===== src/hdl/fswt_pkg.sv =====
// Shared types and constants of the fragmenting stop-and-wait transmitter
`timescale 1ns / 1ps
package fswt_pkg;

	localparam int PAYLOAD_W = 12;
	localparam int HEADER_W  = 8;
	localparam int LEN_W     = 13;
	localparam int CNT_W     = 24;
	localparam int RETRY_W   = 16;
	localparam int INDEX_W   = 16;
	localparam int IN_SIZE_W = 16;
	localparam int APB_AW    = 3;
	localparam int APB_DW    = 32;

	localparam logic [CNT_W-1:0]     CNT_MAX       = 24'hFF_FFFF;
	localparam logic [RETRY_W-1:0]   RETRY_MAX     = 16'hFFFF;
	localparam logic [PAYLOAD_W-1:0] PAYLOAD_RESET = 12'd1024;
	localparam logic [HEADER_W-1:0]  HEADER_RESET  = 8'd20;

	// register index, taken from paddr[2]
	localparam logic REG_PAYLOAD = 1'b0;
	localparam logic REG_HEADER  = 1'b1;

	typedef enum logic [1:0] {
		OP_PACKET = 2'd0,
		OP_ACK    = 2'd1,
		OP_NACK   = 2'd2,
		OP_SPARE  = 2'd3
	} op_t;

	typedef enum logic [2:0] {
		ST_IDLE,
		ST_DIV,
		ST_START,
		ST_FETCH,
		ST_SEND,
		ST_DONE
	} state_t;

endpackage


===== src/hdl/fswt_ram.sv =====
// Generic single-port-write, single-port-read RAM with registered read data
`timescale 1ns / 1ps
module fswt_ram #(
	parameter int WIDTH = 16,
	parameter int DEPTH = 16
) (
	input  logic                     clk,
	input  logic                     we,
	input  logic [$clog2(DEPTH)-1:0] waddr,
	input  logic [WIDTH-1:0]         wdata,
	input  logic                     re,
	input  logic [$clog2(DEPTH)-1:0] raddr,
	output logic [WIDTH-1:0]         rdata
);

	logic [WIDTH-1:0] mem [DEPTH];
	logic [WIDTH-1:0] rdata_q;

	always_ff @(posedge clk) begin
		if (we) begin
			mem[waddr] <= wdata;
		end
		if (re) begin
			rdata_q <= mem[raddr];
		end
	end

	assign rdata = rdata_q;

endmodule


===== src/hdl/fswt_div.sv =====
// Restoring divider: fragment count ceil(size / payload), or one for a zero size, one quotient bit per cycle
`timescale 1ns / 1ps
module fswt_div #(
	parameter int W = 16
) (
	input  logic                           clk,
	input  logic                           arst_n,
	input  logic                           go,
	input  logic [W-1:0]                   dividend,
	input  logic [fswt_pkg::PAYLOAD_W-1:0] divisor,
	output logic                           done,
	output logic [W-1:0]                   nfrag
);
	import fswt_pkg::*;

	localparam int CW = $clog2(W + 1);

	logic [CW-1:0]        cnt_q;
	logic [W-1:0]         quo_q;
	logic [PAYLOAD_W-1:0] rem_q;
	logic [PAYLOAD_W-1:0] dsr_q;
	logic                 zero_q;
	logic [PAYLOAD_W:0]   shifted;
	logic                 fits;

	assign shifted = {rem_q, quo_q[W-1]};
	assign fits    = shifted >= {1'b0, dsr_q};

	always_ff @(posedge clk or negedge arst_n) begin
		if (!arst_n) begin
			cnt_q  <= '0;
			quo_q  <= '0;
			rem_q  <= '0;
			dsr_q  <= '0;
			zero_q <= 1'b0;
		end else if (go) begin
			cnt_q  <= CW'(W);
			quo_q  <= dividend;
			rem_q  <= '0;
			dsr_q  <= divisor;
			zero_q <= dividend == '0;
		end else if (cnt_q != '0) begin
			cnt_q <= cnt_q - 1'b1;
			quo_q <= {quo_q[W-2:0], fits};
			if (fits) begin
				rem_q <= PAYLOAD_W'(shifted - {1'b0, dsr_q});
			end else begin
				rem_q <= shifted[PAYLOAD_W-1:0];
			end
		end
	end

	assign done  = cnt_q == '0;
	assign nfrag = zero_q ? W'(1) : quo_q + W'(rem_q != '0);

endmodule


===== src/hdl/fragmenting_stop_and_wait_tx.sv =====
// Top level: fragmenting stop-and-wait transmitter with packet size queue in RAM
`timescale 1ns / 1ps
// Takes one request (packet arrival, ACK or NACK) at a time: start is taken when busy is low,
// and the result appears for exactly one cycle with done high; it cannot be stalled, so capture
// it on that cycle. A NACK goes from accept straight to ST_DONE; an ACK may pass through ST_START,
// ST_FETCH and ST_SEND, and a packet arrival may also pass through ST_DIV before those, because the
// fragment count comes from a divider that produces one quotient bit per cycle. Queued packet sizes
// live in a RAM of QUEUE_DEPTH entries with registered read data; starting a new packet adds the
// ST_FETCH state for that read. No clearing pass after reset. Write the APB registers only while idle.
module fragmenting_stop_and_wait_tx #(
	parameter int QUEUE_DEPTH = 16,
	parameter int SIZE_BITS   = 16
) (
	input  logic                           clk,
	input  logic                           arst_n,
	input  logic                           psel,
	input  logic                           penable,
	input  logic                           pwrite,
	input  logic [fswt_pkg::APB_AW-1:0]    paddr,
	input  logic [fswt_pkg::APB_DW-1:0]    pwdata,
	output logic [fswt_pkg::APB_DW-1:0]    prdata,
	output logic                           pready,
	input  logic                           start,
	output logic                           busy,
	input  logic [1:0]                     op,
	input  logic [fswt_pkg::IN_SIZE_W-1:0] packet_size,
	output logic                           done,
	output logic                           sent,
	output logic [fswt_pkg::INDEX_W-1:0]   fragment_index,
	output logic [fswt_pkg::LEN_W-1:0]     fragment_length,
	output logic                           last_fragment,
	output logic                           resend,
	output logic [fswt_pkg::CNT_W-1:0]     fragments_waiting,
	output logic [fswt_pkg::CNT_W-1:0]     fragments_held,
	output logic                           busy_res,
	output logic                           dropped,
	output logic                           bad_event,
	output logic [fswt_pkg::RETRY_W-1:0]   fragment_retries,
	output logic [fswt_pkg::RETRY_W-1:0]   packet_retries
);
	import fswt_pkg::*;

	localparam int AW   = $clog2(QUEUE_DEPTH);
	localparam int PSW  = $clog2(QUEUE_DEPTH + 1);
	localparam int SEXW = SIZE_BITS > IN_SIZE_W ? SIZE_BITS : IN_SIZE_W;
	localparam int IEXW = SIZE_BITS > INDEX_W ? SIZE_BITS : INDEX_W;
	localparam int HW   = SIZE_BITS > PAYLOAD_W ? SIZE_BITS : PAYLOAD_W;
	localparam int SUMW = (SIZE_BITS > CNT_W ? SIZE_BITS : CNT_W) + 1;

	// config registers
	logic [PAYLOAD_W-1:0] payload_q;
	logic [HEADER_W-1:0]  header_q;
	logic                 cfg_wr;
	logic [PAYLOAD_W-1:0] eff_p;

	// control and state
	state_t               state_q, state_d;
	logic [AW-1:0]        read_slot_q, write_slot_q;
	logic [PSW-1:0]       ps_q;
	logic [SIZE_BITS-1:0] head_q;
	logic [SIZE_BITS-1:0] next_index_q;
	logic                 in_flight_q;
	logic [INDEX_W-1:0]   flight_index_q;
	logic [LEN_W-1:0]     flight_length_q;
	logic                 flight_last_q;
	logic [CNT_W-1:0]     queued_q, held_q;
	logic [RETRY_W-1:0]   frag_retry_q, pkt_retry_q;

	// result registers
	logic                 sent_q, last_q, resend_q, dropped_q, bad_q;
	logic [INDEX_W-1:0]   res_index_q;
	logic [LEN_W-1:0]     res_length_q;
	logic [RETRY_W-1:0]   fr_q, pr_q;

	// datapath
	logic                 full;
	logic                 ram_we, ram_re, div_go, div_done;
	logic [SIZE_BITS-1:0] rd_data, nfrag;
	logic [SEXW-1:0]      size_ext;
	logic [SIZE_BITS-1:0] psize;
	logic [IEXW-1:0]      index_ext;
	logic [INDEX_W-1:0]   cur_index;
	logic [HW-1:0]        head_ext, p_ext, head_rest;
	logic                 more;
	logic [LEN_W-1:0]     full_len, tail_len;
	logic [SUMW-1:0]      queued_sum, held_sum;
	logic [AW-1:0]        write_slot_inc, read_slot_inc;
	logic                 ack_ok, nack_ok, idle_event, drop_now;

	// APB
	assign pready = 1'b1;
	assign cfg_wr = psel & penable & pwrite;

	always_ff @(posedge clk or negedge arst_n) begin
		if (!arst_n) begin
			payload_q <= PAYLOAD_RESET;
			header_q  <= HEADER_RESET;
		end else if (cfg_wr) begin
			case (paddr[2])
				REG_PAYLOAD: payload_q <= pwdata[PAYLOAD_W-1:0];
				REG_HEADER:  header_q  <= pwdata[HEADER_W-1:0];
				default: ;
			endcase
		end
	end

	always_comb begin
		case (paddr[2])
			REG_PAYLOAD: prdata = APB_DW'(payload_q);
			REG_HEADER:  prdata = APB_DW'(header_q);
			default:     prdata = '0;
		endcase
	end

	assign eff_p = (payload_q == '0) ? PAYLOAD_W'(1) : payload_q;

	// datapath helpers
	assign size_ext  = SEXW'(packet_size);
	assign psize     = size_ext[SIZE_BITS-1:0];
	assign full      = ps_q == PSW'(QUEUE_DEPTH);
	assign index_ext = IEXW'(next_index_q);
	assign cur_index = index_ext[INDEX_W-1:0];
	assign head_ext  = HW'(head_q);
	assign p_ext     = HW'(eff_p);
	assign more      = head_ext > p_ext;
	assign head_rest = head_ext - p_ext;
	assign full_len  = LEN_W'(eff_p) + LEN_W'(header_q);
	assign tail_len  = LEN_W'(head_ext[PAYLOAD_W-1:0]) + LEN_W'(header_q);
	assign queued_sum = SUMW'(queued_q) + SUMW'(nfrag);
	assign held_sum   = SUMW'(held_q) + SUMW'(nfrag);
	assign write_slot_inc = (write_slot_q == AW'(QUEUE_DEPTH - 1)) ? '0 : write_slot_q + 1'b1;
	assign read_slot_inc  = (read_slot_q == AW'(QUEUE_DEPTH - 1)) ? '0 : read_slot_q + 1'b1;

	// request decode
	assign ack_ok     = op_t'(op) == OP_ACK && in_flight_q;
	assign nack_ok    = op_t'(op) == OP_NACK && in_flight_q;
	assign idle_event = (op_t'(op) inside {OP_ACK, OP_NACK}) && !in_flight_q;
	assign drop_now   = op_t'(op) == OP_PACKET && full;

	fswt_ram #(
		.WIDTH (SIZE_BITS),
		.DEPTH (QUEUE_DEPTH)
	) u_size_ram (
		.clk   (clk),
		.we    (ram_we),
		.waddr (write_slot_q),
		.wdata (psize),
		.re    (ram_re),
		.raddr (read_slot_q),
		.rdata (rd_data)
	);

	fswt_div #(
		.W (SIZE_BITS)
	) u_div (
		.clk      (clk),
		.arst_n   (arst_n),
		.go       (div_go),
		.dividend (psize),
		.divisor  (eff_p),
		.done     (div_done),
		.nfrag    (nfrag)
	);

	// next state
	always_comb begin
		state_d = state_q;
		case (state_q)
			ST_IDLE: begin
				if (start) begin
					case (op_t'(op))
						OP_PACKET: state_d = full ? ST_START : ST_DIV;
						OP_ACK:    state_d = in_flight_q ? ST_START : ST_DONE;
						default:   state_d = ST_DONE;
					endcase
				end
			end
			ST_DIV: begin
				if (div_done) begin
					state_d = ST_START;
				end
			end
			ST_START: begin
				if (!in_flight_q && ps_q != '0) begin
					state_d = (next_index_q == '0) ? ST_FETCH : ST_SEND;
				end else begin
					state_d = ST_DONE;
				end
			end
			ST_FETCH: state_d = ST_SEND;
			ST_SEND:  state_d = ST_DONE;
			ST_DONE:  state_d = ST_IDLE;
			default:  state_d = ST_IDLE;
		endcase
	end

	// state outputs
	always_comb begin
		busy   = state_q != ST_IDLE;
		done   = state_q == ST_DONE;
		ram_re = state_q == ST_START;
		div_go = state_q == ST_IDLE && start && op_t'(op) == OP_PACKET && !full;
		ram_we = div_go;
	end

	always_ff @(posedge clk or negedge arst_n) begin
		if (!arst_n) begin
			state_q         <= ST_IDLE;
			read_slot_q     <= '0;
			write_slot_q    <= '0;
			ps_q            <= '0;
			head_q          <= '0;
			next_index_q    <= '0;
			in_flight_q     <= 1'b0;
			flight_index_q  <= '0;
			flight_length_q <= '0;
			flight_last_q   <= 1'b0;
			queued_q        <= '0;
			held_q          <= '0;
			frag_retry_q    <= '0;
			pkt_retry_q     <= '0;
			sent_q          <= 1'b0;
			last_q          <= 1'b0;
			resend_q        <= 1'b0;
			dropped_q       <= 1'b0;
			bad_q           <= 1'b0;
			res_index_q     <= '0;
			res_length_q    <= '0;
			fr_q            <= '0;
			pr_q            <= '0;
		end else begin
			state_q <= state_d;
			case (state_q)
				ST_IDLE: begin
					if (start) begin
						sent_q       <= nack_ok;
						resend_q     <= nack_ok;
						last_q       <= nack_ok && flight_last_q;
						res_index_q  <= nack_ok ? flight_index_q : '0;
						res_length_q <= nack_ok ? flight_length_q : '0;
						dropped_q    <= drop_now;
						bad_q        <= idle_event;
						fr_q         <= ack_ok ? frag_retry_q : '0;
						pr_q         <= (ack_ok && flight_last_q) ? pkt_retry_q : '0;
						case (op_t'(op))
							OP_PACKET: begin
								if (!full) begin
									write_slot_q <= write_slot_inc;
									ps_q         <= ps_q + 1'b1;
								end
							end
							OP_ACK: begin
								if (in_flight_q) begin
									frag_retry_q <= '0;
									if (flight_last_q) begin
										pkt_retry_q <= '0;
									end
									if (held_q != '0) begin
										held_q <= held_q - 1'b1;
									end
									in_flight_q <= 1'b0;
								end
							end
							OP_NACK: begin
								if (in_flight_q) begin
									if (frag_retry_q != RETRY_MAX) begin
										frag_retry_q <= frag_retry_q + 1'b1;
									end
									if (pkt_retry_q != RETRY_MAX) begin
										pkt_retry_q <= pkt_retry_q + 1'b1;
									end
								end
							end
							default: ;
						endcase
					end
				end
				ST_DIV: begin
					if (div_done) begin
						queued_q <= (queued_sum > SUMW'(CNT_MAX)) ? CNT_MAX : queued_sum[CNT_W-1:0];
						held_q   <= (held_sum > SUMW'(CNT_MAX)) ? CNT_MAX : held_sum[CNT_W-1:0];
					end
				end
				ST_FETCH: begin
					head_q <= rd_data;
				end
				ST_SEND: begin
					flight_index_q <= cur_index;
					res_index_q    <= cur_index;
					sent_q         <= 1'b1;
					in_flight_q    <= 1'b1;
					if (queued_q != '0) begin
						queued_q <= queued_q - 1'b1;
					end
					if (more) begin
						flight_length_q <= full_len;
						res_length_q    <= full_len;
						flight_last_q   <= 1'b0;
						last_q          <= 1'b0;
						head_q          <= head_rest[SIZE_BITS-1:0];
						next_index_q    <= next_index_q + 1'b1;
					end else begin
						flight_length_q <= tail_len;
						res_length_q    <= tail_len;
						flight_last_q   <= 1'b1;
						last_q          <= 1'b1;
						head_q          <= '0;
						next_index_q    <= '0;
						read_slot_q     <= read_slot_inc;
						if (ps_q != '0) begin
							ps_q <= ps_q - 1'b1;
						end
					end
				end
				default: ;
			endcase
		end
	end

	assign sent              = sent_q;
	assign fragment_index    = res_index_q;
	assign fragment_length   = res_length_q;
	assign last_fragment     = last_q;
	assign resend            = resend_q;
	assign fragments_waiting = queued_q;
	assign fragments_held    = held_q;
	assign busy_res          = in_flight_q;
	assign dropped           = dropped_q;
	assign bad_event         = bad_q;
	assign fragment_retries  = fr_q;
	assign packet_retries    = pr_q;

endmodule


===== config.mk =====
export PLATFORM = sky130hd
export DESIGN_NAME = fragmenting_stop_and_wait_tx
export DESIGN_NICKNAME = d
export VERILOG_FILES = /design/src/hdl/fswt_pkg.sv /design/src/hdl/fswt_ram.sv /design/src/hdl/fswt_div.sv /design/src/hdl/fragmenting_stop_and_wait_tx.sv
export SDC_FILE = /design/constraint.sdc
export NUM_CORES = 1
export LEC_CHECK = 0
export BUFFER_PORTS_ARGS = -buffer_cell sky130_fd_sc_hd__buf_2
export CAP_MARGIN = 20
export CORE_ASPECT_RATIO = 0.5
export CORE_MARGIN = 10
export CORE_UTILIZATION = 55
export DETAILED_ROUTE_END_ITERATION = 6
export HOLD_SLACK_MARGIN = 0.1
export PLACE_DENSITY = 0.89
export SLEW_MARGIN = 20
export SYNTH_ARGS = -nofsm -noshare
export SYNTH_HDL_FRONTEND = slang
export SYNTH_HIERARCHICAL = 1
export SYNTH_SLANG_ARGS = --single-unit
export TNS_END_PERCENT = 20

===== constraint.sdc =====
create_clock -name clk -period 5.44 [get_ports clk]
set_clock_uncertainty 0.1 [all_clocks]
set_input_delay 0.272 -clock clk [delete_from_list [all_inputs] [get_ports clk]]
set_output_delay 0.272 -clock clk [all_outputs]
set_load 0.01 [all_outputs]

==> flow_summary.yaml <==
cts:
  h-tree-depth: 2
  cts.sinks: 563
  worstSkewPairLatency_ps: 610
  clk_pin_slew_ps: 90
  cts_root_buf: "clkbuf_16"
  cts_max_path_buffers: 3
  cts_made_buffers: 49
  cts_tree: "built"
route:
  avgRoutedWirePerCell_microns: 23.0
  ant_nets: 0
  wl_microns: 78300
  route.vias.total: 21884
  firstDrtPassIters: 6
  drt_iter0_drc: 2805
  via_per_inst: 6.41
  remaining_drc_errors: 0
sta:
  worst_pin_slew_ps: 1090
  setup_viol: 0
  hold_violations: 0
  slew_violations: 0
  fmax_mhz: 196
  setup-tns-final_ps: 0
  min_period_over_period: 0.937
  slew_headroom: 0.275
  rsz0062_at_grt: "no"
  period_minus_slack_ps: 5100
placement:
  dp_hpwl_microns: 49200
  io_buffers: 165
  place_congestion: 0.910
worst_hold_path:
  hold_path.class: "primary input to async pin"
global_route:
  grt-ovfl-total: 0
  grt_first_pass_wirelength_microns: 123000
  grt_max_degree: 130
  antenna_found_initial: 4
  grt_pass1_vias: 21738
  groute.usage.overall: 0.246
setup_path:
  path_class: "flip-flop to flip-flop"
  path_max_fanout: 29
  cp_data_arrival_time_ps: 5460
  cp-end-kind: "flip-flop"
  critical_path.startpoint_type: "flip-flop"
  critPathRequiredTime_ps: 5800
floorplan:
  num_rows: 58
  num_io_pins: 209
  die_x_microns: 341
  die_area_sq_mm: 0.0615
  coreArea_sq_mm: 0.0506
  die_height_microns: 180
  start_util: 0.560
logic_synthesis:
  synth_top_area_cell: "edfxtp_1"
  syn_area_per_cell_sq_um: 11.2
  synth.most_common_cell: "nand2_1"
  syn_inst: 2519
  ys.flop_type: "dfrtp_1"
  async_reset_ff_frac: 0.517
  synth_top_cell_area_share: 0.288
  yosysSeqAreaShare: 0.545
  synth_warnings: 6
  synthTopCellsByCount: "321 x nand2_1, 288 x dfrtp_1, 272 x edfxtp_1"
  ys_types: 100
  synth_edf_count: 272
  syn_area_sq_mm: 0.0283
  synthTopCellsByArea: "edfxtp_1 29%, dfrtp_1 25%, mux4_2 4.3%, nand2_1 4.3%, ha_1 3.7%"
  yosys_register_bits: 563
run_status:
  status: "finished, final reports clean"
finish:
  area_delta_synth_final_pct: 12.0
  drive_gt1_frac: 0.157
  largest-register: "u_size_ram/mem"
  nets: 2829
  largest_reg_flops: 256
power:
  vdd_drop_max_uv: 307
  total_power_mw: 17.8
  leakagePower_nw: 13.1
  p_per_area_mw_per_mm2: 561
flow_run:
  drv_cap: 0
[where the power goes]
part,switching (mW),internal (mW),leakage (nW)
Clock,1.66,2.02,0.815
Sequential,1.04,5.17,6.16
Combinational,4.69,3.23,6.08
Total,7.39,10.4,13.1
[metrics by stage]
step                utilization  worst slack (ps)  hold WS [ps]  area, sq um  cells
floorplan                     -               332          -124        28400   2538
detailed placement        0.589               587           303        29800   3291
global placement          0.589               670           304        29800   3291
CTS                       0.627               432           208        31700   3409
finish                    0.628               343           257        31700   3413
global route              0.628              40.1           243        31700   3413
[routing by layer]
metal  part of all wire  vias to the layer above  track usage
li1                   -                     9607            -
met1               0.37                    10729        0.307
met2               0.48                     1265        0.410
met3              0.088                      283       0.0414
met4              0.060                        0        0.129
met5                  0                        -            0
[critical path, cell delays in order, from the launching register on]
cell	delay, ps
dfrtp_1	490
nor4_1	370
a31o_2	270
ha_1	180
inv_1	60
fa_1	400
nand3_1	110
a21oi_1	80
nor4_1	280
or2_1	180
buf_4	310
a21o_1	190
inv_1	50
fa_1	430
nor2b_1	180
o2111ai_1	160
a31oi_1	270
a31oi_1	110
or3b_2	460
o211ai_1	120
o21ai_0	110
[area by class of cell]
class	count	area (sq um)
Inverter	70	263
Timing Repair Buffer	238	1470
Antenna cell	4	10.0
Fill cell	3677	18800
Sequential cell	563	15500
Clock buffer	73	1430
Multi-Input combinational cell	1759	12000
Clock inverter	16	230
Tap cell	690	863
[cells by family (layout without fill, tap and decap cells)]
group                      after synthesis  in the layout  synth area share
AOI/OAI and AO/OA                      535            535             0.126
xor gates and xnor gates               107            107            0.0331
buffers and inverters                  216            397            0.0346
DFF                                    563            563             0.545
adders and majority gates               89             89            0.0409
and+or+nand+nor                        898            898             0.151
muxes                                  109            109            0.0693
other                                    2             25          0.000265
[path summary, 6_finish.rpt]
path,start,to,slack [ps],depth (start not counted)
setup / recovery,payload_q[4]$_DFFE_PN0P_,fragment_length[10]$_DFFE_PN0P_,340,20
hold / removal,arst_n,fragments_waiting[6]$_DFFE_PN0P_,260,2
setup reg to reg,payload_q[4]$_DFFE_PN0P_,fragment_length[10]$_DFFE_PN0P_,340,20
hold reg to reg,fragment_retries[5]$_DFFE_PN0P_,fragment_retries[5]$_DFFE_PN0P_,360,2
max in group asynchronous,arst_n,fragment_length[3]$_DFFE_PN0P_,3730,3
min in group clk,op[1],bad_event$_DFFE_PN0P_,260,5
[placed cells by master (no fill, tap or decap), types with 49 or more instances in the layout]
cell       count
dfrtp_1      286
ha_1          83
edfxtp_1     272
inv_1         68
o21ai_0      134
a21oi_1      129
buf_2        164
clkbuf_16     49
nor3_1        62
nor2_1       201
nand2_1      319
nand3_1       93
xor2_1        60
mux4_2        54
[what timing repair did]
action,CTS,global route
setup buffers,0,0
hold buffers,29,0
hold endpoints to repair,398,0
resized for setup,0,2
setup endpoints to repair,0,3
Power figures use the tool's default switching activity.
